### src/arm_ik_pkg.sv
package arm_ik_pkg;

   localparam int ANG_W      = 18;
   localparam int CFG_W      = 13;
   localparam int MINR_W     = 8;
   localparam int CSR_IDX_W  = 3;

   localparam int ARM_W      = 15;   // planar reach after the range check
   localparam int S2_W       = 29;   // u^2 + w^2
   localparam int LEN2_W     = 26;   // squared link length
   localparam int N_W        = 31;   // law of cosines numerator
   localparam int P_W        = 55;   // length^2 * s^2
   localparam int R_W        = 62;   // acos radicand, signed
   localparam int RAD_W      = 58;   // radicand bits when not negative
   localparam int ROOT2_W    = RAD_W / 2;

   localparam int ZW         = 26;   // CORDIC angle accumulator, 1/65536 degree
   localparam int FRAC_SHIFT = 16;

   localparam int REACH_LIMIT = 16384;

   localparam logic signed [ZW-1:0]    Z_90      = 26'sd5898240;
   localparam logic signed [ZW-1:0]    Z_ROUND   = 26'sd128;
   localparam logic signed [ANG_W-1:0] ANGLE_90  = 18'sd23040;

   localparam logic [CSR_IDX_W-1:0] CSR_BASE_HEIGHT     = 3'd0;
   localparam logic [CSR_IDX_W-1:0] CSR_SHOULDER_OFFSET = 3'd1;
   localparam logic [CSR_IDX_W-1:0] CSR_LOWER_ARM       = 3'd2;
   localparam logic [CSR_IDX_W-1:0] CSR_UPPER_ARM       = 3'd3;
   localparam logic [CSR_IDX_W-1:0] CSR_Z_OFFSET        = 3'd4;
   localparam logic [CSR_IDX_W-1:0] CSR_TOOL_OFFSET     = 3'd5;
   localparam logic [CSR_IDX_W-1:0] CSR_MIN_REACH_X     = 3'd6;

   localparam logic [CFG_W-1:0]  RST_BASE_HEIGHT     = 13'd1706;
   localparam logic [CFG_W-1:0]  RST_SHOULDER_OFFSET = 13'd211;
   localparam logic [CFG_W-1:0]  RST_LOWER_ARM       = 13'd2273;
   localparam logic [CFG_W-1:0]  RST_UPPER_ARM       = 13'd2541;
   localparam logic [CFG_W-1:0]  RST_Z_OFFSET        = 13'd1193;
   localparam logic [CFG_W-1:0]  RST_TOOL_OFFSET     = 13'd905;
   localparam logic [MINR_W-1:0] RST_MIN_REACH_X     = 8'd2;

   // atan(2^-i) in 1/65536 degree
   function automatic logic signed [ZW-1:0] cordic_angle(input int i);
      logic signed [ZW-1:0] a;
      case (i)
         0:  a = 26'sd2949120;
         1:  a = 26'sd1740967;
         2:  a = 26'sd919879;
         3:  a = 26'sd466945;
         4:  a = 26'sd234379;
         5:  a = 26'sd117304;
         6:  a = 26'sd58666;
         7:  a = 26'sd29335;
         8:  a = 26'sd14668;
         9:  a = 26'sd7334;
         10: a = 26'sd3667;
         11: a = 26'sd1833;
         12: a = 26'sd917;
         13: a = 26'sd458;
         14: a = 26'sd229;
         15: a = 26'sd115;
         16: a = 26'sd57;
         17: a = 26'sd29;
         18: a = 26'sd14;
         19: a = 26'sd7;
         20: a = 26'sd4;
         21: a = 26'sd2;
         22: a = 26'sd1;
         default: a = '0;
      endcase
      return a;
   endfunction

endpackage

### src/arm_ik_delay.sv
module arm_ik_delay import arm_ik_pkg::*; #(
   parameter int WIDTH = 8,
   parameter int DEPTH = 4
) (
   input  logic             clock,
   input  logic             reset,
   input  logic [WIDTH-1:0] din,
   output logic [WIDTH-1:0] dout
);

   logic [WIDTH-1:0] sr_ff [0:DEPTH-1];

   always_ff @(posedge clock) begin
      if (reset) begin
         for (int i = 0; i < DEPTH; i++) sr_ff[i] <= '0;
      end else begin
         sr_ff[0] <= din;
         for (int i = 1; i < DEPTH; i++) sr_ff[i] <= sr_ff[i-1];
      end
   end

   assign dout = sr_ff[DEPTH-1];

endmodule

### config.mk
export PLATFORM = sky130hd
export DESIGN_NAME = arm_ik_delay
export DESIGN_NICKNAME = d
export VERILOG_FILES = /design/src/arm_ik_pkg.sv /design/src/arm_ik_delay.sv
export SDC_FILE = /design/constraint.sdc
export NUM_CORES = 1
export LEC_CHECK = 0
export BUFFER_PORTS_ARGS = -buffer_cell sky130_fd_sc_hd__buf_2
export CAP_MARGIN = 30
export CORE_ASPECT_RATIO = 1.2
export CORE_MARGIN = 5
export CORE_UTILIZATION = 54
export CTS_BUF_LIST = sky130_fd_sc_hd__clkbuf_4 sky130_fd_sc_hd__clkbuf_8
export CTS_CLUSTER_DIAMETER = 120
export DETAILED_ROUTE_END_ITERATION = 12
export PLACE_DENSITY = 0.79
export SLEW_MARGIN = 40
export SYNTH_ARGS = -nofsm -noshare
export SYNTH_HDL_FRONTEND = slang
export SYNTH_SLANG_ARGS = --single-unit
### constraint.sdc
create_clock -name clock -period 0.8 [get_ports clock]
set_input_delay 0.16 -clock clock [delete_from_list [all_inputs] [get_ports clock]]
set_output_delay 0.16 -clock clock [all_outputs]
set_load 0.1 [all_outputs]
==> results of run 1 <==
## metal layers
| metal | track usage | vias to the layer above | share of wire | routed length (µm) |
|---|---|---|---|---|
| met2 | 0.170 | 21 | 0.50 | 496 |
| met3 | 0.0903 | 2 | 0.12 | 122 |
| met1 | 0.121 | 208 | 0.37 | 373 |
| met5 | 0 | - | 0 | 0 |
| met4 | 0.0711 | 0 | 0.010 | 10 |
| li1 | - | 244 | - | - |
## cells in the mapped netlist
cell type,instances
buf_4,3
dfxtp_1,32
nor2b_1,32
## logic make-up (layout without fill, tap and decap cells)
| kind of cell | after synthesis | after routing |
|---|---|---|
| flip-flops | 32 | 32 |
| AND/OR/NAND/NOR | 32 | 32 |
| buffers and inverters | 3 | 26 |
## through the flow
| stage | TNS, ps | hold WS [ps] | worst slack, ps |
|---|---|---|---|
| finish | -1580 | 52.6 | -206 |
| global route | -1990 | 28.1 | -260 |
| CTS | -1800 | 37.5 | -238 |
| detailed placement | 0 | 380 | 138 |
| global placement | 0 | 367 | 155 |
| floorplan | 0 | 232 | 14.2 |
## cell usage in the layout, fill, tap and decap left out
cell	n
dfxtp_2	8
buf_2	9
nor2b_1	32
clkbuf_4	5
dfxtp_1	24
buf_12	9
clkbuf_8	1
clkinv_2	2
## worst max path at each step
stage           startpoint  slack, ps      end
5_1_grt        sr_ff[3][3]       -260  dout[3]
2_1_floorplan  sr_ff[3][0]         10  dout[0]
3_3_place_gp   sr_ff[3][1]        150  dout[1]
3_5_place_dp   sr_ff[3][6]        140  dout[6]
4_1_cts        sr_ff[3][7]       -240  dout[7]
6_report       sr_ff[3][7]       -210  dout[7]
## layout make-up
class | count | area share
clock inverters | 2 | 0.00864
well taps | 17 | 0.0184
clock buffers | 6 | 0.0443
repair buffers | 18 | 0.194
multi-input cells | 32 | 0.173
flip-flops and latches | 32 | 0.562
## where the power goes
group / total (mW) / internal (mW) / leakage (nW) / switching (mW)
sequential: 1.66 / 1.65 / 0.266 / 0.0141
combinational: 0.166 / 0.0791 / 0.182 / 0.0867
clock: 0.906 / 0.418 / 0.0380 / 0.488
## timing repair
action	4_1_cts	5_1_grt
hold endpoints to repair	0	0
setup endpoints to repair	8	8
hold buffers	0	0
gates cloned	0	0
==> summary by stage, run 1 <==
Logic synthesis
The share of the Yosys chip area taken by registers is 0.742. Of the post-synthesis cell area, the dominant cell type holds 0.742. The synthesized-area fraction occupied by ao, oa, aoi and oai cells was 0. In this run, synthesis produced a sequential element count of 32. The synthesized instance count is between 60 and 70. Of the total synthesized cell area, the portion taken by AND, OR, NAND and NOR gates is 0.232. dfxtp_1 takes more of the synthesized area than any other cell. By area the synthesized netlist is led by dfxtp_1 74%, nor2b_1 23%, buf_4 2.6%. The multiplexer fraction of the synthesized cell area is 0. The fraction of the mapped netlist area in adder cells is 0. The largest family of logic cells by synthesized area is simple AND/OR/NAND/NOR gates. Of the total synthesized cell area, the portion taken by XOR and XNOR cells is 0. After synthesis the cells add up to 863 µm².

Yosys printed 0 warnings. The number of different library cells used by synthesis comes to 3. The synthesized area per cell is 12.9 µm². The total nets after synthesis is 77.

Clocking
The number of post-CTS setup repair buffers is 0. Clock tree synthesis inserted a total of 5 buffers. After clock tree synthesis, the clock-pin slew on the worst setup and hold paths is around 100 ps.

The TritonCTS clock tree is built. The TritonCTS sink count is 32. The clock root buffer master is clkbuf_4. The longest clock path from root to sink contains 2 buffers. After clock tree synthesis, the repair step resized 0 gates. Clock latency on the worst-skew pair, taken at its later pin, is between 300 and 400 ps. In this run the number of H-tree levels came out at 2.

Cells and area
After routing the design area is approximately 1200 µm². The largest registers in the layout are sr_ff (32). The layout-stage area growth over the synthesis result is 34.2%. The final-stage net count is between 90 and 100.

The combined area of the multi-input logic cells is between 200 and 250 µm². The filler cell count is 99. The repair_antennas step left the layout with diodes totalling 0. The register ranked first by flip-flop count is sr_ff. The utilization of the core after routing is 0.781. The post-route non-filler standard cell count is 107.

The flip-flop count of the largest register after layout is 32. Of the cells placed in the final design, the portion with a size suffix greater than 1 is 0.378. Across the whole layout, storage elements account for about 650 µm².

Drt
The count of nets left with antenna violations once routing finished came out at 0. The routed design has 1000 µm of wire. After the first detailed-routing iteration, the DRC count stood at 3. The detailed-route via count is about 480. The first detailed-routing pass took 3 iterations. The average detailed-routed wire length per instance is around 9.4 µm. For this run, design rule violations remaining after detail routing come to 0. Using the TritonRoute via totals, the vias-per-cell ratio works out to around 4.4.

Setup path
The delay of the slowest critical-path stage is 360 ps. In this run the critical register-to-register path is captured at sr_ff[3][6]. The flop-to-flop setup slack is approximately 270 ps. The worst path required time is 640 ps. The signal arrival time at the worst endpoint is approximately 850 ps. The nature of the critical path startpoint is a flip-flop. The number of buffers and inverters on the critical path is 1. The worst setup path is captured at an output pin. In this run the worst path has a maximum fanout of 1.

The cell at the slowest stage of the critical path is dfxtp_2. In this run the number of cells on the critical path is 1. The signal on the critical path passes through buf_12. Among cell families on the critical path, the largest total delay comes from flip-flops. The class of the most critical setup path is flip-flop to output pin. The number of cells on the worst reg-to-reg path is 1.

The launch point of the worst reg-to-reg path is sr_ff[2][6].

Global route
The wire length of the first global-routing pass is 1900 µm. Across every metal layer, demand over resource in global routing totals 0.119. Global routing finished with a remaining overflow of 0.

The via count of the first global-routing pass is ~470. The initial antenna violation count was 0. Entering global routing, the biggest net connects 33 pins.

Floorplanning
Pin placement for this block handled 18 I/O pins. The initial utilization of the core area, before any placement, comes to 0.582. The die boundary width is 46.5 µm.

The total number of placement rows is 15. The floorplan die height is about 54 µm. The die covers approximately 2500 µm².

The area inside the core boundary is between 1000 and 1500 µm².

Worst hold path
In this run the most critical hold path is launched from din[3]. Counting instances, the worst hold path has a depth of 2. The path with the worst hold slack has its endpoint at sr_ff[0][3]. The path type of the worst min-delay path is input pin to flip-flop.

Status
The run finished, with violations left. The checks that failed: negative setup slack.

Timing
The post-route minimum period is roughly 1000 ps. In the post-route analysis, the smallest setup slack over all paths is -206 ps. The clock arrives with approximately 11 ps of skew. The worst slew slack as a fraction of its limit is 0.918. Setup repair after global routing could not meet its margin everywhere. The slew at the pin closest to its max-slew limit is ~120 ps. The number of hold violations in the final report is 0.

For this run, the top clock speed supported by timing is between 900 and 1000 MHz. Setup violations remaining at the end of the flow were counted as 8. The final max-slew violation count is 0. In the finished design, the share of the clock period the worst path needs comes to 1.26.

Placement
The total instance count after detailed placement is roughly 100. Routability-driven placement finished with a final weighted congestion of between 0.5 and 0.6. Summing all placed instances gives a cell area of about 1100 µm². In this run the tool buffered the top-level ports with 17 buffer cells.

Pwr
The largest voltage drop on the vdd net is between 1.5 and 2 mV. In this run the static leakage power is about 0.49 nW. The power per cell area is around 2400 nW/µm². After layout, the design draws a total of around 2.7 mW.

Run
The tool flagged a number of max-cap violations equal to 0.
(Power assumes the default switching activity.)
==> inputs of run 2 (changes only) <==
CORE_UTILIZATION = 55   (was 54)
PLACE_DENSITY = 0.8   (was 0.79)
clock period = 1.28 ns   (was 0.8 ns; I/O delays follow)
==> summary by stage, run 2 (synthesis results as in run 1) <==
Drt
The count of TritonRoute iterations in the first routing pass came to 2 (-1). The DRC violation count after routing is 0 (unchanged). The aggregate routed wire length came to 1000 µm (about the same). The detailed-route via count was 453 (-4.6%). The detailed router's first-iteration violation count is 3 (unchanged).

The detailed-route vias per instance is 4.27 (-3.7%). The average detailed-routed wire length per instance came to 9.44 µm (+0.84%). The number of antenna-violating nets in the routed design is 0 (unchanged).

Setup path
Traced cell by cell, the critical path runs through buf_4. The worst path required time is 1020 ps (+380 ps). The launch point of the worst reg-to-reg path is sr_ff[1][3]. The number of cells on the worst reg-to-reg path is 1 (unchanged). The flop-to-flop setup slack is 720 ps (+450 ps). The worst setup path is launched from a flip-flop.

The signal arrival time at the worst endpoint is 910 ps (+60 ps). Following the worst setup path forward leads to its endpoint at dout[0]. The worst setup path startpoint is sr_ff[3][0]. The delay of the slowest critical-path stage is 320 ps (-40 ps). The kind of end point of the critical path is an output pin. The worst path buffer plus inverter count is 1 (unchanged). In this run the critical register-to-register path is captured at sr_ff[2][3]. The total stage count of the critical path is 1 (unchanged). The cell at the slowest stage of the critical path is dfxtp_1. The maximum net fanout on the critical path is 1 (unchanged). The family with the most delay on the worst path is flip-flops.

By startpoint and endpoint, the worst setup path is classified as flip-flop to output pin.

Clocking
The number of clock buffers inserted by TritonCTS is 5 (unchanged). The number of buffers inserted by hold repair at cts is 0 (unchanged). The clock-pin slew reported for the worst setup and hold paths after clock tree synthesis is 90 ps (about the same). The maximum root-to-sink buffer count came to 2 (unchanged).

The TritonCTS sink count came to 32 (unchanged). The clock latency of the later-clocked register in the worst-skew pair is 310 ps (about the same). TritonCTS built the clock tree. The number of post-CTS setup repair buffers is 0 (unchanged).

Clock tree synthesis selected as its root buffer the cell clkbuf_4. The maximum level of the CTS H-tree is 2 (unchanged).

Pwr
The internal portion of total power is 1.50 mW (-30%). The power per cell area is 1690 nW/µm² (-28%). The part of the total power dissipated in the clock network was 0.393 (+0.062).

The switching power is 0.362 mW (-39%). The register share of total power is 0.558 (-0.050). The static power due to leakage is 0.469 nW (-3.5%).

The largest voltage drop on the vdd net is 1.75 mV (-11%). The net switching fraction of the power came to 0.195 (-0.0208). The combinational share of power came to 0.049 (-0.012).

Cells and area
The final antenna diode count came to 0 (unchanged). The library cells used most frequently in the layout, excluding fill and tap cells, are 32 x nor2b_1, 32 x dfxtp_1, 9 x buf_2. The fraction of final layout cells with drive strength greater than 1 came to 0.281 (-0.0969).

The layout-stage area growth over the synthesis result is 27.1%. The register ranked first by flip-flop count is sr_ff. The largest registers in the layout are sr_ff (32). The final-stage net count is 98 (-1.0%).

The flip-flop count of the largest register after layout came to 32 (unchanged).

Timing
The total negative slack for setup checks was 0 ps (+1580 ps). The count of endpoints failing setup in the final report is 0 (-8). Setup repair after global routing left no endpoint under its margin.

The fmax is 856 MHz. The worst path needs approximately 1200 ps of the cycle, external delays included. The number of hold violations in the final report came to 0 (unchanged). The final max-slew violation count is 0 (unchanged). The slew at the pin closest to its max-slew limit came to 498 ps (+376 ps). The clock skew after layout is 10.0 ps (-0.779 ps). The worst slack on hold paths is 151 ps (+98.6 ps).

In the finished design, the share of the clock period the worst path needs comes to 0.913. The worst slew slack as a fraction of its limit is 0.668 (-0.251).

Global route
The via count of the first global-routing pass was 443 (-4.9%). The wire length of the first global-routing pass is 1770 µm (-6.9%). The pin count of the biggest net entering global routing is 33 (unchanged). The total global-route track usage was 0.110 (-0.00912). The initial antenna violation count is 0 (unchanged). The overflow left after global routing is 0 (unchanged).

Floorplanning
The total number of placement rows was 15 (unchanged). The area inside the core boundary came to 1460 µm² (-1.3%). The starting utilization of the core area is 0.590 (+0.00747).

The floorplan die height is 53.4 µm (-0.74%). The die boundary width is 46.2 µm (-0.72%). The top-level port count is 18 (unchanged).

The area of the die came to 2470 µm² (-1.5%).

Status
The run finished with clean final reports.

Placement
The final weighted congestion of routability-driven global placement is 0.579 (+2.6%). The count of port buffers added during placement is 17 (unchanged).

Worst hold path
The tightest min-delay check is of the input pin to flip-flop type.

Run
The max capacitance violation total came to 0 (unchanged).
## run 2: layout make-up
cell class | count | area [µm²]
fill | 100 | 367
clock inverter | 2 | 35.0
sequential | 32 | 641
timing repair buffer | 17 | 155
tap | 17 | 21.3
multi-input combinational | 32 | 200
clock buffer | 6 | 45.0
## run 2: through the flow
stage,std cells,instance area [µm²],util,total power [mW],setup WS (ps)
CTS,106,1100,0.750,1.88,89.6
floorplan,67,863,-,1.13,115
finish,106,1100,0.750,1.86,111
global placement,98,1010,0.688,1.15,332
global route,106,1100,0.750,1.95,62.7
detailed placement,98,1010,0.688,1.15,320
## run 2: power by group through the flow
| stage | Combinational, mW | Clock [mW] | Sequential, mW |
|---|---|---|---|
| 3_3_place_gp | 0.0886 | 0 | 1.06 |
| 4_1_cts | 0.0930 | 0.752 | 1.04 |
| 2_1_floorplan | 0.0381 | 0 | 1.09 |
| 3_5_place_dp | 0.0916 | 0 | 1.06 |
| 6_report | 0.0916 | 0.731 | 1.04 |
| 5_1_grt | 0.100 | 0.810 | 1.04 |
## run 2: how the worst min path moves through the flow
stage	from	depth (start not counted)	endpoint	slack, ps
2_1_floorplan	reset	1	sr_ff[0][5]	330
3_3_place_gp	sr_ff[1][0]	1	sr_ff[2][0]	420
3_5_place_dp	sr_ff[2][2]	1	sr_ff[3][2]	420
4_1_cts	din[3]	2	sr_ff[0][3]	140
5_1_grt	din[3]	2	sr_ff[0][3]	130
6_report	din[3]	2	sr_ff[0][3]	150
## run 2: timing repair
action,4_1_cts,5_1_grt
hold endpoints to repair,0,0
resized for setup,4,0
endpoints found under the setup margin,4,0
## run 2: metal layers
layer / up-vias / wire, µm / global-route usage
met5: - / 0 / 0
met4: 0 / 8 / 0.0569
met3: 2 / 135 / 0.0714
li1: 242 / - / -
met1: 187 / 386 / 0.114
met2: 22 / 470 / 0.165
