File: src/arm_ik_pkg.sv
package arm_ik_pkg;

   localparam int ANG_W      = 18;
   localparam int CFG_W      = 13;
   localparam int MINR_W     = 8;
   localparam int CSR_IDX_W  = 3;

   localparam int ARM_W      = 15;   // planar reach after the range check
   localparam int S2_W       = 29;   // u^2 + w^2
   localparam int LEN2_W     = 26;   // squared link length
   localparam int N_W        = 31;   // law of cosines numerator
   localparam int P_W        = 55;   // length^2 * s^2
   localparam int R_W        = 62;   // acos radicand, signed
   localparam int RAD_W      = 58;   // radicand bits when not negative
   localparam int ROOT2_W    = RAD_W / 2;

   localparam int ZW         = 26;   // CORDIC angle accumulator, 1/65536 degree
   localparam int FRAC_SHIFT = 16;

   localparam int REACH_LIMIT = 16384;

   localparam logic signed [ZW-1:0]    Z_90      = 26'sd5898240;
   localparam logic signed [ZW-1:0]    Z_ROUND   = 26'sd128;
   localparam logic signed [ANG_W-1:0] ANGLE_90  = 18'sd23040;

   localparam logic [CSR_IDX_W-1:0] CSR_BASE_HEIGHT     = 3'd0;
   localparam logic [CSR_IDX_W-1:0] CSR_SHOULDER_OFFSET = 3'd1;
   localparam logic [CSR_IDX_W-1:0] CSR_LOWER_ARM       = 3'd2;
   localparam logic [CSR_IDX_W-1:0] CSR_UPPER_ARM       = 3'd3;
   localparam logic [CSR_IDX_W-1:0] CSR_Z_OFFSET        = 3'd4;
   localparam logic [CSR_IDX_W-1:0] CSR_TOOL_OFFSET     = 3'd5;
   localparam logic [CSR_IDX_W-1:0] CSR_MIN_REACH_X     = 3'd6;

   localparam logic [CFG_W-1:0]  RST_BASE_HEIGHT     = 13'd1706;
   localparam logic [CFG_W-1:0]  RST_SHOULDER_OFFSET = 13'd211;
   localparam logic [CFG_W-1:0]  RST_LOWER_ARM       = 13'd2273;
   localparam logic [CFG_W-1:0]  RST_UPPER_ARM       = 13'd2541;
   localparam logic [CFG_W-1:0]  RST_Z_OFFSET        = 13'd1193;
   localparam logic [CFG_W-1:0]  RST_TOOL_OFFSET     = 13'd905;
   localparam logic [MINR_W-1:0] RST_MIN_REACH_X     = 8'd2;

   // atan(2^-i) in 1/65536 degree
   function automatic logic signed [ZW-1:0] cordic_angle(input int i);
      logic signed [ZW-1:0] a;
      case (i)
         0:  a = 26'sd2949120;
         1:  a = 26'sd1740967;
         2:  a = 26'sd919879;
         3:  a = 26'sd466945;
         4:  a = 26'sd234379;
         5:  a = 26'sd117304;
         6:  a = 26'sd58666;
         7:  a = 26'sd29335;
         8:  a = 26'sd14668;
         9:  a = 26'sd7334;
         10: a = 26'sd3667;
         11: a = 26'sd1833;
         12: a = 26'sd917;
         13: a = 26'sd458;
         14: a = 26'sd229;
         15: a = 26'sd115;
         16: a = 26'sd57;
         17: a = 26'sd29;
         18: a = 26'sd14;
         19: a = 26'sd7;
         20: a = 26'sd4;
         21: a = 26'sd2;
         22: a = 26'sd1;
         default: a = '0;
      endcase
      return a;
   endfunction

endpackage

File: src/arm_ik_isqrt.sv
module arm_ik_isqrt import arm_ik_pkg::*; #(
   parameter int W = 34
) (
   input  logic             clock,
   input  logic [W-1:0]     din,
   output logic [W/2-1:0]   root,
   output logic [W/2:0]     rem
);

   localparam int H  = W / 2;
   localparam int RM = H + 3;

   logic [W-1:0]  rad_ff  [0:H-2];
   logic [RM-1:0] rem_ff  [0:H-1];
   logic [H-1:0]  root_ff [0:H-1];

   // one root bit per stage, two radicand bits consumed per stage
   for (genvar k = 0; k < H; k++) begin : g_stage
      logic [W-1:0]  rad_src;
      logic [RM-1:0] rem_src;
      logic [H-1:0]  root_src;
      logic [RM-1:0] cand;
      logic [RM-1:0] trial;
      logic          ge;
      logic [RM-1:0] rem_in;
      logic [H-1:0]  root_in;

      if (k == 0) begin : g_first
         assign rad_src  = din;
         assign rem_src  = '0;
         assign root_src = '0;
      end else begin : g_next
         assign rad_src  = rad_ff[k-1];
         assign rem_src  = rem_ff[k-1];
         assign root_src = root_ff[k-1];
      end

      assign cand    = {rem_src[RM-3:0], rad_src[W-1 -: 2]};
      assign trial   = {{(RM-H-2){1'b0}}, root_src, 2'b01};
      assign ge      = (cand >= trial);
      assign rem_in  = ge ? (cand - trial) : cand;
      assign root_in = {root_src[H-2:0], ge};

      always_ff @(posedge clock) begin
         rem_ff[k]  <= rem_in;
         root_ff[k] <= root_in;
      end

      if (k < H - 1) begin : g_rad
         always_ff @(posedge clock) begin
            rad_ff[k] <= {rad_src[W-3:0], 2'b00};
         end
      end
   end

   assign root = root_ff[H-1];
   assign rem  = rem_ff[H-1][H:0];

endmodule

File: config.mk
export PLATFORM = sky130hd
export DESIGN_NAME = arm_ik_isqrt
export DESIGN_NICKNAME = d
export VERILOG_FILES = /design/src/arm_ik_pkg.sv /design/src/arm_ik_isqrt.sv
export SDC_FILE = /design/constraint.sdc
export NUM_CORES = 1
export LEC_CHECK = 0
export ABC_CLOCK_PERIOD_IN_PS = 4170
export BUFFER_PORTS_ARGS = -buffer_cell sky130_fd_sc_hd__buf_2
export CELL_PAD_IN_SITES_DETAIL_PLACEMENT = 0
export CELL_PAD_IN_SITES_GLOBAL_PLACEMENT = 1
export CORE_MARGIN = 2
export CORE_UTILIZATION = 45
export DETAILED_ROUTE_END_ITERATION = 7
export GPL_ROUTABILITY_DRIVEN = 1
export HOLD_SLACK_MARGIN = 0.06
export PLACE_DENSITY = 0.82
export SLEW_MARGIN = 15
export SYNTH_ARGS = -nofsm -noshare
export SYNTH_HDL_FRONTEND = slang
export SYNTH_SLANG_ARGS = --single-unit
File: constraint.sdc
create_clock -name clock -period 4.17 [get_ports clock]
set_input_delay 0.417 -clock clock [delete_from_list [all_inputs] [get_ports clock]]
set_output_delay 0.417 -clock clock [all_outputs]
set_load 0.005 [all_outputs]
==> run_summary.xml, run 1 <==
<?xml version="1.0" encoding="UTF-8"?>
<metrics>
  <group name="route">
    <metric name="ant_nets" unit="">0</metric>
    <metric name="post_detailed_routing_wire_length" unit="µm">46720</metric>
    <metric name="route.detailed.wl_per_inst" unit="µm">13.44</metric>
    <metric name="vias" unit="">17140</metric>
    <metric name="detail_route.drc_violations" unit="">0</metric>
    <metric name="vias_per_cell" unit="">4.930</metric>
    <metric name="drt_iter0_markers" unit="">805</metric>
    <metric name="detailedRoute.firstPassIterationCount" unit="">5</metric>
  </group>
  <group name="setup_path">
    <metric name="worst_ep_arrival_time" unit="ns">3.49</metric>
    <metric name="r2r_setup_slack" unit="ns">1.18</metric>
    <metric name="timing.setup.critical_path_class" unit="">flip-flop to flip-flop</metric>
    <metric name="timing.reg2reg.worst_path_depth" unit="">9</metric>
    <metric name="worstSetupEndpointType" unit="">flip-flop</metric>
    <metric name="critical_path.startpoint_type" unit="">flip-flop</metric>
    <metric name="crit_path_max_fanout" unit="">16</metric>
    <metric name="worst-endpoint-required" unit="ns">4.68</metric>
  </group>
  <group name="timing">
    <metric name="rsz_0062_raised_after_global_routing" unit="">false</metric>
    <metric name="final.setup_skew" unit="ns">0.02670</metric>
    <metric name="finalHoldViolations" unit="">0</metric>
    <metric name="timing.final.setup_violations" unit="">0</metric>
    <metric name="timing.max_slew.rel_slack" unit="%">36.33</metric>
    <metric name="finalMaxSlewViolations" unit="">0</metric>
    <metric name="post-route-period-util" unit="%">71.61</metric>
    <metric name="sum_neg_setup_slack" unit="ns">0</metric>
    <metric name="period_needed" unit="ns">2.986</metric>
    <metric name="worst_slew_pin_slew" unit="ns">0.9551</metric>
    <metric name="achievable-frequency" unit="MHz">334.9</metric>
  </group>
  <group name="final_layout">
    <metric name="fill_cells" unit="">5015</metric>
    <metric name="antenna-diode-count" unit="">0</metric>
    <metric name="design.final.nets" unit="">2873</metric>
    <metric name="multi_input_area" unit="µm²">10710</metric>
    <metric name="final_cell_area" unit="µm²">30020</metric>
    <metric name="seqCellArea" unit="µm²">14230</metric>
    <metric name="syn2layout_area_growth" unit="%">15.86</metric>
    <metric name="layout-drive-gt1-share" unit="%">9.702</metric>
  </group>
  <group name="synthesis">
    <metric name="syn-cell-area" unit="µm²">25910</metric>
    <metric name="post_synth_num_cell_types" unit="">75</metric>
    <metric name="synth_top_area_share" unit="%">54.94</metric>
    <metric name="top_ff_cell_synth" unit="">dfxtp_1</metric>
    <metric name="synth.yosys.warnings" unit="">0</metric>
    <metric name="cell_taking_the_most_area_after_synthesis" unit="">dfxtp_1</metric>
    <metric name="postSynth.asyncResetShare" unit="%">0</metric>
    <metric name="syn_inst" unit="">2519</metric>
    <metric name="synth_sequential_area_ratio" unit="%">54.94</metric>
    <metric name="synth.ff_latch_count" unit="">711</metric>
    <metric name="synth_edf_count" unit="">0</metric>
    <metric name="syn_area_per_cell" unit="µm²">10.28</metric>
    <metric name="postSynthNetCount" unit="">2727</metric>
    <metric name="leading_cell_types_by_total_area_after_synthesis" unit="">dfxtp_1, ha_1, xor2_1</metric>
  </group>
  <group name="floorplan">
    <metric name="initial_util" unit="%">45.77</metric>
    <metric name="die-height" unit="µm">243.9</metric>
    <metric name="die-area" unit="µm²">59510</metric>
    <metric name="row_count" unit="">87</metric>
    <metric name="core_region_area" unit="µm²">56600</metric>
    <metric name="ioPinCount" unit="">70</metric>
    <metric name="die_width" unit="µm">243.9</metric>
  </group>
  <group name="power">
    <metric name="combPwrFrac" unit="%">20.7</metric>
    <metric name="seq_power_share" unit="%">45.1</metric>
    <metric name="power_leakage" unit="nW">13.96</metric>
    <metric name="power_switching" unit="mW">5.617</metric>
    <metric name="clockPowerShare" unit="%">34.2</metric>
    <metric name="p_sw_share" unit="%">28.47</metric>
    <metric name="worst_ir_drop_vdd" unit="mV">0.4229</metric>
    <metric name="internal-power" unit="mW">14.11</metric>
    <metric name="pwr_density_cell" unit="nW/µm²">657.2</metric>
  </group>
  <group name="clock_network">
    <metric name="clock_latency" unit="ns">0.61</metric>
    <metric name="ctsLongestPathBuffers" unit="">3</metric>
    <metric name="cts.root.buffer_cell" unit="">clkbuf_16</metric>
    <metric name="clock_buffer_count_from_cts" unit="">72</metric>
    <metric name="cts_htree_levels" unit="">3</metric>
    <metric name="ctsResizeCount" unit="">0</metric>
    <metric name="tritoncts_clock_tree" unit="">done</metric>
    <metric name="cts.sinks" unit="">711</metric>
    <metric name="register_clock_pin_slew_on_the_reported_worst_setup_and_hold_paths" unit="ns">0.06</metric>
  </group>
  <group name="hold_path">
    <metric name="whs_path_depth" unit="">0</metric>
    <metric name="min_path_type" unit="">flip-flop to flip-flop</metric>
  </group>
  <group name="placed_design">
    <metric name="hpwlAfterDp" unit="µm">34780</metric>
    <metric name="buffer_ports.inserted" unit="">69</metric>
    <metric name="final_wtd_congestion" unit="">0.8272</metric>
    <metric name="detailed_place.area" unit="µm²">27090</metric>
  </group>
  <group name="flow_run">
    <metric name="cap_violations" unit="">0</metric>
  </group>
  <group name="global_route">
    <metric name="global_route.usage.total" unit="%">15.81</metric>
    <metric name="grt.overflow.total" unit="">0</metric>
    <metric name="grt_pass1_wl" unit="µm">78870</metric>
    <metric name="grt_antenna_before_repair" unit="">0</metric>
    <metric name="maximum_number_of_pins_on_one_net_before_global_route_repair" unit="">31</metric>
    <metric name="number_of_global_route_vias_before_repair" unit="">17020</metric>
  </group>
  <group name="outcome">
    <metric name="status" unit="">complete, no violations</metric>
  </group>
</metrics>
[layout by cell type, fill, tap and decap left out, types with 11 or more instances in the layout]
cell type      Yosys  final
o21bai_1          14     14
dfxtp_1          711    711
clkbuf_8           0     14
clkbuf_16          0     73
o21ai_0          133    133
nor2b_1           22     22
inv_1            210    210
nand3_1           35     35
nand2_1          150    150
nand2b_1          36     36
a21oi_1          171    171
or4_1             12     12
nor3_1            63     63
o211ai_1          20     20
a211oi_1          15     15
o31ai_1           20     20
buf_2             15     69
xor2_1           107    107
clkinv_2           0     11
a21o_1            34     34
o21a_1            20     20
nor4_1            29     29
nand4_1           22     22
xnor2_1          105    105
mux2_2            38     38
ha_1             173    173
or3_1             26     26
dlygate4sd3_1      0     35
a31oi_1           13     13
nor2_1           171    171
[path summary, 6_finish.rpt]
check | startpoint | endpoint
worst max register to register | root_ff[11][3] | rem_ff[12][6]
worst min register to register | rad_ff[1][124] | rad_ff[1][158]
worst max-delay path | root_ff[11][3] | rem_ff[12][6]
worst min-delay path | rad_ff[1][124] | rad_ff[1][158]
[per-stage QoR]
stage	hold slack, ns	instances	util (%)	total power [mW]	worst slack [ns]
after global routing	0.3243	3477	53.03	20.88	0.9093
after detailed placement	0.3121	3312	47.86	13.09	1.248
after floorplan	0.3096	2519	-	12.04	1.740
final	0.3170	3477	53.03	19.73	1.184
after CTS	0.3216	3477	53.03	19.96	1.220
after global placement	0.3097	3312	47.86	13.01	1.219
[per-layer routing]
layer / up-vias / GRT usage, % / wire [µm]
li1: 8925 / - / -
met1: 7873 / 19.51 / 21240
met2: 272 / 27.46 / 22540
met3: 73 / 2.766 / 1867
met4: 0 / 6.115 / 1070
met5: - / 0 / 0
[synth_stat cells (all sizes together) (32+ instances only)]
master and number:
nor2 171, a21o 34, nor4 32, ha 173, xor2 107, nor3 65
nand2 150, dfxtp 711, nand3 35, nand2b 36, mux2 39, o21ai 140
a21oi 171, xnor2 105, inv 210
[area by class of cell]
type | instances | share of cell area [%]
clock inverters | 36 | 1.759
repair buffers | 113 | 2.543
multi-input cells | 1557 | 35.68
inverters | 210 | 2.626
clock buffers | 94 | 6.816
well taps | 756 | 3.151
flip-flops and latches | 711 | 47.42
[timing repair]
| action | 4_1_cts | 5_1_grt |
|---|---|---|
| hold endpoints to repair | 35 | 0 |
| buffers inserted | 0 | 0 |
| hold buffers | 35 | 0 |
[flip-flops by register name, indices dropped and copies added, names as in the netlist]
register and cells:
rad_ff 272, rem_ff 286, root_ff 153
[cell families (layout without fill, tap and decap cells)]
family | Yosys count | count (layout) | synth area share [%]
adder cells (fa/ha/maj) | 173 | 173 | 8.355
multiplexers | 40 | 40 | 1.734
AND/OR/NAND/NOR | 630 | 630 | 12.32
XOR/XNOR | 212 | 212 | 7.167
flip-flops | 711 | 711 | 54.94
other | 1 | 1 | 0.01447
AO/OA/AOI/OAI | 501 | 501 | 11.75
buffers and inverters | 251 | 453 | 3.719
[critical path: stages, from the launching register on]
cell,delay [ns]
dfxtp_1,0.34
inv_1,0.05
ha_1,0.38
nand4_1,0.26
a211oi_1,0.33
nor3_1,0.19
o221ai_1,0.27
or2_1,0.41
buf_4,0.30
mux2_2,0.35
[power groups by stage]
stage               clock network, mW  logic [mW]  registers [mW]
CTS                              6.95        4.08            8.93
finish                           6.74        4.08            8.91
global route                     7.22        4.60            9.06
global placement                    0        3.97            9.04
floorplan                           0        3.24            8.81
detailed placement                  0        4.02            9.07
Note: power is estimated with default switching activity, not from simulation.
==> inputs of run 2 (changes only) <==
--- a/config.mk
+++ b/config.mk
@@ -5,16 +5,16 @@
 export SDC_FILE = /design/constraint.sdc
 export NUM_CORES = 1
 export LEC_CHECK = 0
-export ABC_CLOCK_PERIOD_IN_PS = 4170
+export ABC_CLOCK_PERIOD_IN_PS = 2720
 export BUFFER_PORTS_ARGS = -buffer_cell sky130_fd_sc_hd__buf_2
 export CELL_PAD_IN_SITES_DETAIL_PLACEMENT = 0
 export CELL_PAD_IN_SITES_GLOBAL_PLACEMENT = 1
 export CORE_MARGIN = 2
-export CORE_UTILIZATION = 45
+export CORE_UTILIZATION = 44
 export DETAILED_ROUTE_END_ITERATION = 7
 export GPL_ROUTABILITY_DRIVEN = 1
 export HOLD_SLACK_MARGIN = 0.06
-export PLACE_DENSITY = 0.82
+export PLACE_DENSITY = 0.83
 export SLEW_MARGIN = 15
 export SYNTH_ARGS = -nofsm -noshare
 export SYNTH_HDL_FRONTEND = slang
==> constraint.sdc (replaced) <==
create_clock -name clock -period 2.72 [get_ports clock]
set_input_delay 0.272 -clock clock [delete_from_list [all_inputs] [get_ports clock]]
set_output_delay 0.272 -clock clock [all_outputs]
set_load 0.005 [all_outputs]
==> run 2 against run 1 <==
Against the previous run:
- combinational power up 63%
- fmax up 14%
- sequential share of layout area down 0.31 points
- register-to-register slack worse by 1.1 ns
- total power up 52%
- via count up 0.99%
- global-route usage down 0.16 points
- clock-buffer cell count up 4
- setup slack worse by 1.1 ns
- routed wire length up 1.3%
==> run_summary.xml, run 2 (same netlist as run 1, synthesis figures left out) <==
<?xml version="1.0" encoding="UTF-8"?>
<metrics>
  <group name="global_route">
    <metric name="grt.overflow.total" unit="">0</metric>
    <metric name="number_of_global_route_vias_before_repair" unit="">16890</metric>
    <metric name="maximum_number_of_pins_on_one_net_before_global_route_repair" unit="">30</metric>
    <metric name="global_route.usage.total" unit="%">15.66</metric>
    <metric name="grt_pass1_wl" unit="µm">78840</metric>
    <metric name="grt_antenna_before_repair" unit="">0</metric>
  </group>
  <group name="timing">
    <metric name="timing.max_slew.rel_slack" unit="%">66.84</metric>
    <metric name="sum_neg_setup_slack" unit="ns">0</metric>
    <metric name="period_needed" unit="ns">2.625</metric>
    <metric name="finalHoldViolations" unit="">0</metric>
    <metric name="timing.final.setup_violations" unit="">0</metric>
    <metric name="post-route-period-util" unit="%">96.49</metric>
    <metric name="finalMaxSlewViolations" unit="">0</metric>
    <metric name="final.setup_skew" unit="ns">0.01211</metric>
    <metric name="worst_slew_pin_slew" unit="ns">0.4945</metric>
    <metric name="achievable-frequency" unit="MHz">381.0</metric>
    <metric name="timing.final.ws_setup" unit="ns">0.09535</metric>
  </group>
  <group name="power">
    <metric name="power_leakage" unit="nW">14.09</metric>
    <metric name="pwr_density_cell" unit="nW/µm²">991.7</metric>
    <metric name="worst_ir_drop_vdd" unit="mV">0.5787</metric>
  </group>
  <group name="setup_path">
    <metric name="r2r_setup_slack" unit="ns">0.1</metric>
    <metric name="worst_ep_arrival_time" unit="ns">3.11</metric>
    <metric name="critical-path-slowest-cell" unit="">ha_1</metric>
    <metric name="timing.reg2reg.worst_path_depth" unit="">10</metric>
    <metric name="worst-endpoint-required" unit="ns">3.20</metric>
    <metric name="worstSetupEndpointType" unit="">flip-flop</metric>
    <metric name="critical_path.startpoint_type" unit="">flip-flop</metric>
    <metric name="worst_path_top_cell_family_by_delay" unit="">simple AND/OR/NAND/NOR gates</metric>
    <metric name="crit_path_max_fanout" unit="">12</metric>
    <metric name="timing.setup.critical_path_class" unit="">flip-flop to flip-flop</metric>
    <metric name="max_stage_delay" unit="ns">0.37</metric>
    <metric name="cp.buffers_inverters" unit="">3</metric>
    <metric name="regToRegStartpoint" unit="">root_ff[15][11]</metric>
    <metric name="crit_path_cell_trace" unit="">inv_1, ha_1, and4_4, nand3_1, or2_4, o21bai_2, a22oi_2, buf_4, buf_12, mux2_2</metric>
    <metric name="crit-reg2reg-capture" unit="">rem_ff[16][12]</metric>
  </group>
  <group name="route">
    <metric name="route.detailed.wl_per_inst" unit="µm">13.43</metric>
    <metric name="vias_per_cell" unit="">4.914</metric>
    <metric name="detailedRoute.firstPassIterationCount" unit="">5</metric>
    <metric name="vias" unit="">17310</metric>
    <metric name="detail_route.drc_violations" unit="">0</metric>
    <metric name="post_detailed_routing_wire_length" unit="µm">47320</metric>
    <metric name="ant_nets" unit="">0</metric>
    <metric name="drt_iter0_markers" unit="">910</metric>
  </group>
  <group name="floorplan">
    <metric name="die-height" unit="µm">246.7</metric>
    <metric name="initial_util" unit="%">44.73</metric>
    <metric name="core_region_area" unit="µm²">57920</metric>
    <metric name="row_count" unit="">88</metric>
    <metric name="die-area" unit="µm²">60840</metric>
    <metric name="die_width" unit="µm">246.7</metric>
    <metric name="ioPinCount" unit="">70</metric>
  </group>
  <group name="hold_path">
    <metric name="whs_path_depth" unit="">2</metric>
    <metric name="hold_path_startpoint" unit="">din[10]</metric>
    <metric name="hold_path_end" unit="">rad_ff[0][10]</metric>
    <metric name="min_path_type" unit="">input pin to flip-flop</metric>
  </group>
  <group name="final_layout">
    <metric name="syn2layout_area_growth" unit="%">16.62</metric>
    <metric name="layout_commonest_cell" unit="">dfxtp_1</metric>
    <metric name="antenna-diode-count" unit="">0</metric>
    <metric name="top_reg_by_flops" unit="">rem_ff</metric>
    <metric name="largest_reg_flops" unit="">286</metric>
    <metric name="registers_with_the_highest_flip_flop_counts" unit="">rem_ff: 286 flops, rad_ff: 272 flops, root_ff: 153 flops</metric>
    <metric name="layout-drive-gt1-share" unit="%">11.02</metric>
    <metric name="design.final.nets" unit="">2912</metric>
    <metric name="most_frequent_cells_in_the_layout" unit="">dfxtp_1, inv_1, ha_1, nor2_1, a21oi_1</metric>
    <metric name="fill_cells" unit="">5197</metric>
  </group>
  <group name="clock_network">
    <metric name="cts.sinks" unit="">711</metric>
    <metric name="cts.root.buffer_cell" unit="">clkbuf_16</metric>
    <metric name="register_clock_pin_slew_on_the_reported_worst_setup_and_hold_paths" unit="ns">0.06</metric>
    <metric name="tritoncts_clock_tree" unit="">done</metric>
    <metric name="ctsLongestPathBuffers" unit="">3</metric>
    <metric name="clock_buffer_count_from_cts" unit="">71</metric>
    <metric name="cts_htree_levels" unit="">3</metric>
    <metric name="clock_latency" unit="ns">0.60</metric>
  </group>
  <group name="outcome">
    <metric name="status" unit="">complete, no violations</metric>
  </group>
  <group name="placed_design">
    <metric name="hpwlAfterDp" unit="µm">35300</metric>
    <metric name="buffer_ports.inserted" unit="">69</metric>
    <metric name="final_wtd_congestion" unit="">0.8749</metric>
    <metric name="place_worst_setup_slack" unit="ns">-0.05591</metric>
  </group>
  <group name="flow_run">
    <metric name="cap_violations" unit="">0</metric>
  </group>
</metrics>
-- run 2: area by class of cell --
| class | instances | area [µm²] | share of cell area (%) |
|---|---|---|---|
| timing repair buffer | 152 | 1111 | 3.677 |
| multi-input combinational | 1558 | 10770 | 35.63 |
| clock buffer | 98 | 2019 | 6.684 |
| tap | 765 | 957.2 | 3.168 |
| inverter | 210 | 788.3 | 2.609 |
| sequential | 711 | 14230 | 47.11 |
| clock inverter | 29 | 339.1 | 1.122 |
-- run 2: worst register-to-register path, delay by kind of cell (launching register included) --
family / cells / cell delay, ns
flops: 1 / 0.33
mux: 1 / 0.36
compound gates: 2 / 0.42
fa+ha+maj: 1 / 0.37
buf+inv: 3 / 0.34
simple gates: 3 / 0.69
-- run 2: per-layer routing --
metal | vias to the layer above | part of all wire, % | wire length [µm] | GRT usage, %
met5 | - | 0 | 0 | 0
met4 | 0 | 2.4 | 1135 | 5.617
met3 | 84 | 3.3 | 1582 | 2.550
met2 | 246 | 48 | 22690 | 27.20
met1 | 7987 | 46 | 21910 | 19.57
li1 | 8995 | - | - | -
-- run 2: power breakdown --
part | leakage, nW | internal, mW | switching (mW)
Combinational | 6.97 | 3.27 | 3.39
Sequential | 5.96 | 12.4 | 1.26
Clock | 1.16 | 5.72 | 3.91
-- run 2: timing repair --
item,CTS,global route
hold buffers,35,0
pin swaps,0,3
resized for setup,1,16
buffers inserted,0,5
cloned,0,2
hold endpoints to repair,35,0
setup endpoints to repair,2,66
-- run 2: metrics by stage --
stage	hold slack (ns)	instance area, µm²	total power, mW	utilization, %	instances
finish	0.2991	30210	29.96	52.17	3523
global route	0.2826	30210	31.76	52.17	3523
CTS	0.2670	30100	30.14	51.97	3516
global placement	0.3095	27390	20.19	47.29	3354
detailed placement	0.3121	27390	20.31	47.29	3354
floorplan	0.2997	25910	18.46	-	2519
-- run 2: worst max-delay path by stage --
| stage | from | end | slack (ns) | cells after the start |
|---|---|---|---|---|
| floorplan | root_ff[15][10] | rem_ff[16][10] | 0.29 | 9 |
| global placement | root_ff[14][9] | rem_ff[15][17] | -0.06 | 9 |
| detailed placement | root_ff[14][9] | rem_ff[15][17] | -0.06 | 9 |
| CTS | root_ff[15][12] | rem_ff[16][7] | 0.006 | 9 |
| global route | root_ff[14][9] | rem_ff[15][17] | -0.002 | 9 |
| finish | root_ff[15][11] | rem_ff[16][12] | 0.1 | 10 |
==> inputs of run 3 (changes only) <==
--- a/config.mk
+++ b/config.mk
@@ -6,12 +6,12 @@
 export NUM_CORES = 1
 export LEC_CHECK = 0
 export ABC_CLOCK_PERIOD_IN_PS = 2720
-export BUFFER_PORTS_ARGS = -buffer_cell sky130_fd_sc_hd__buf_2
 export CELL_PAD_IN_SITES_DETAIL_PLACEMENT = 0
 export CELL_PAD_IN_SITES_GLOBAL_PLACEMENT = 1
 export CORE_MARGIN = 2
-export CORE_UTILIZATION = 44
+export CORE_UTILIZATION = 45
 export DETAILED_ROUTE_END_ITERATION = 7
+export DONT_BUFFER_PORTS = 1
 export GPL_ROUTABILITY_DRIVEN = 1
 export HOLD_SLACK_MARGIN = 0.06
 export PLACE_DENSITY = 0.83
==> run 3 against run 2 <==
Against the previous run:
- global-route usage rose by 0.86 points
- die area fell by 2.2%
- setup slack better by 0.0020 ns
- critical path depth unchanged
- cell area decreased by 0.43%
- sequential share of layout area increased by 0.20 points
- clock power rose by 8%
- first-iteration DRC count down 9.7%
- critical path type unchanged
- critical endpoint is now rem_ff[16][4]
==> run_summary.xml, run 3 (same netlist as run 1, synthesis figures left out) <==
<?xml version="1.0" encoding="UTF-8"?>
<metrics>
  <group name="outcome">
    <metric name="status" unit="">complete, no violations</metric>
  </group>
  <group name="timing">
    <metric name="worst_slew_pin_slew" unit="ns">0.6047</metric>
    <metric name="timing.final.setup_violations" unit="">0</metric>
    <metric name="timing.max_slew.rel_slack" unit="%">59.31</metric>
    <metric name="post-route-period-util" unit="%">96.42</metric>
    <metric name="sum_neg_setup_slack" unit="ns">0</metric>
    <metric name="finalHoldViolations" unit="">0</metric>
    <metric name="finalMaxSlewViolations" unit="">0</metric>
    <metric name="achievable-frequency" unit="MHz">381.3</metric>
    <metric name="period_needed" unit="ns">2.623</metric>
    <metric name="final.setup_skew" unit="ns">0.02577</metric>
    <metric name="timing.final.ws_setup" unit="ns">0.09734</metric>
  </group>
  <group name="route">
    <metric name="vias_per_cell" unit="">4.971</metric>
    <metric name="post_detailed_routing_wire_length" unit="µm">48620</metric>
    <metric name="detail_route.drc_violations" unit="">0</metric>
    <metric name="ant_nets" unit="">0</metric>
    <metric name="drt_iter0_markers" unit="">822</metric>
    <metric name="detailedRoute.firstPassIterationCount" unit="">7</metric>
    <metric name="vias" unit="">17170</metric>
    <metric name="route.detailed.wl_per_inst" unit="µm">14.08</metric>
  </group>
  <group name="clock_network">
    <metric name="clock_latency" unit="ns">0.62</metric>
    <metric name="cts.root.buffer_cell" unit="">clkbuf_16</metric>
    <metric name="cts_htree_levels" unit="">3</metric>
    <metric name="register_clock_pin_slew_on_the_reported_worst_setup_and_hold_paths" unit="ns">0.06</metric>
    <metric name="cts.sinks" unit="">711</metric>
    <metric name="ctsLongestPathBuffers" unit="">3</metric>
    <metric name="tritoncts_clock_tree" unit="">done</metric>
    <metric name="clock_buffer_count_from_cts" unit="">75</metric>
  </group>
  <group name="final_layout">
    <metric name="post_layout_utilization_of_the_core" unit="%">53.15</metric>
    <metric name="syn2layout_area_growth" unit="%">16.12</metric>
    <metric name="antenna-diode-count" unit="">0</metric>
    <metric name="fill_cells" unit="">5039</metric>
    <metric name="registers_with_the_highest_flip_flop_counts" unit="">rem_ff: 286 flops, rad_ff: 272 flops, root_ff: 153 flops</metric>
    <metric name="final_cell_area" unit="µm²">30080</metric>
    <metric name="layout_commonest_cell" unit="">dfxtp_1</metric>
    <metric name="top_reg_by_flops" unit="">rem_ff</metric>
    <metric name="design.final.nets" unit="">2845</metric>
    <metric name="most_frequent_cells_in_the_layout" unit="">dfxtp_1, inv_1, ha_1, nor2_1, a21oi_1</metric>
    <metric name="layout-drive-gt1-share" unit="%">9.121</metric>
    <metric name="largest_reg_flops" unit="">286</metric>
  </group>
  <group name="power">
    <metric name="p_sw_share" unit="%">28.89</metric>
    <metric name="pwr_density_cell" unit="nW/µm²">1018</metric>
    <metric name="worst_ir_drop_vdd" unit="mV">0.5454</metric>
    <metric name="total_power" unit="mW">30.62</metric>
    <metric name="clockPowerShare" unit="%">34.1</metric>
    <metric name="combPwrFrac" unit="%">21.0</metric>
    <metric name="internal-power" unit="mW">21.78</metric>
    <metric name="power_leakage" unit="nW">13.92</metric>
    <metric name="seq_power_share" unit="%">44.9</metric>
    <metric name="power_switching" unit="mW">8.845</metric>
  </group>
  <group name="setup_path">
    <metric name="worst-endpoint-required" unit="ns">3.22</metric>
    <metric name="crit_path_max_fanout" unit="">12</metric>
    <metric name="worst_ep_arrival_time" unit="ns">3.12</metric>
    <metric name="worstSetupEndpointType" unit="">flip-flop</metric>
    <metric name="critical_path.startpoint_type" unit="">flip-flop</metric>
    <metric name="timing.setup.critical_path_class" unit="">flip-flop to flip-flop</metric>
  </group>
  <group name="floorplan">
    <metric name="ioPinCount" unit="">70</metric>
    <metric name="core_region_area" unit="µm²">56600</metric>
    <metric name="row_count" unit="">87</metric>
    <metric name="die-height" unit="µm">243.9</metric>
    <metric name="die_width" unit="µm">243.9</metric>
    <metric name="die-area" unit="µm²">59510</metric>
    <metric name="initial_util" unit="%">45.77</metric>
  </group>
  <group name="global_route">
    <metric name="grt_antenna_before_repair" unit="">0</metric>
    <metric name="maximum_number_of_pins_on_one_net_before_global_route_repair" unit="">30</metric>
    <metric name="number_of_global_route_vias_before_repair" unit="">17150</metric>
    <metric name="grt_pass1_wl" unit="µm">81810</metric>
    <metric name="grt.overflow.total" unit="">0</metric>
    <metric name="global_route.usage.total" unit="%">16.52</metric>
  </group>
  <group name="placed_design">
    <metric name="final_wtd_congestion" unit="">0.8875</metric>
    <metric name="buffer_ports.inserted" unit="">0</metric>
    <metric name="hpwlAfterDp" unit="µm">36070</metric>
    <metric name="place_worst_setup_slack" unit="ns">-0.001745</metric>
    <metric name="detailed_place.area" unit="µm²">27020</metric>
  </group>
  <group name="hold_path">
    <metric name="min_path_type" unit="">input pin to flip-flop</metric>
  </group>
  <group name="flow_run">
    <metric name="cap_violations" unit="">0</metric>
  </group>
</metrics>
-- run 3: changes by cell type in the layout (fill, tap and decap cells not counted), sizes merged --
cell / delta
buf: -70
clkinvlp: +8
bufinv: +3
clkbuf: -3
clkinv: +3
inv: -1
or2: -1
-- run 3: final timing paths --
| check | start | end | slack [ns] | cells after the start |
|---|---|---|---|---|
| worst max-delay path | root_ff[15][12] | rem_ff[16][4] | 0.1 | 10 |
| worst min-delay path | din[22] | rad_ff[0][22] | 0.21 | 1 |
| worst max register to register | root_ff[15][12] | rem_ff[16][4] | 0.1 | 10 |
| worst min register to register | rad_ff[0][244] | rad_ff[1][22] | 0.30 | 0 |
-- run 3: area by class of cell --
cell class,instances,area [µm²],share of cell area [%]
Sequential cell,711,14230,47.31
Timing Repair Buffer,82,733.2,2.437
Multi-Input combinational cell,1557,10770,35.79
Inverter,210,788.3,2.620
Tap cell,756,945.9,3.144
Clock inverter,42,543.0,1.805
Clock buffer,95,2073,6.892
-- run 3: power groups by stage --
stage / clock (mW) / combinational [mW] / sequential (mW)
final: 10.4 / 6.42 / 13.8
after global routing: 11.2 / 7.22 / 14.0
after CTS: 10.7 / 6.27 / 13.8
after detailed placement: 0 / 6.18 / 14.0
after global placement: 0 / 6.06 / 14.0
after floorplan: 0 / 4.96 / 13.5
-- run 3: timing repair --
item,CTS,global route
pin swaps,0,2
cloned,0,1
buffers inserted,0,2
endpoints found under the hold margin,35,0
endpoints found under the setup margin,2,61
resized for setup,1,12
hold buffers,35,0
-- run 3: through the flow --
| stage | hold WS, ns | std cells |
|---|---|---|
| 6_report | 0.2093 | 3453 |
| 3_3_place_gp | 0.2998 | 3278 |
| 5_1_grt | 0.1821 | 3453 |
| 4_1_cts | 0.1718 | 3450 |
| 3_5_place_dp | 0.2998 | 3278 |
| 2_1_floorplan | 0.2997 | 2519 |
-- run 3: critical path: stages (launching register included) --
cell and delay, ns:
dfxtp_1 0.35, inv_1 0.06, ha_2 0.39, and4_1 0.24, nand3_1 0.12, or2_0 0.29
o21bai_1 0.23, a22oi_2 0.20, buf_4 0.15, buf_12 0.13, mux2_2 0.34
-- run 3: layer usage --
layer / part of all wire [%] / vias to the layer above / track usage [%]
met4: 2.2 / 0 / 5.954
met2: 49 / 298 / 28.97
li1: - / 8866 / -
met3: 4.1 / 74 / 2.777
met5: 0 / - / 0
met1: 45 / 7928 / 20.39
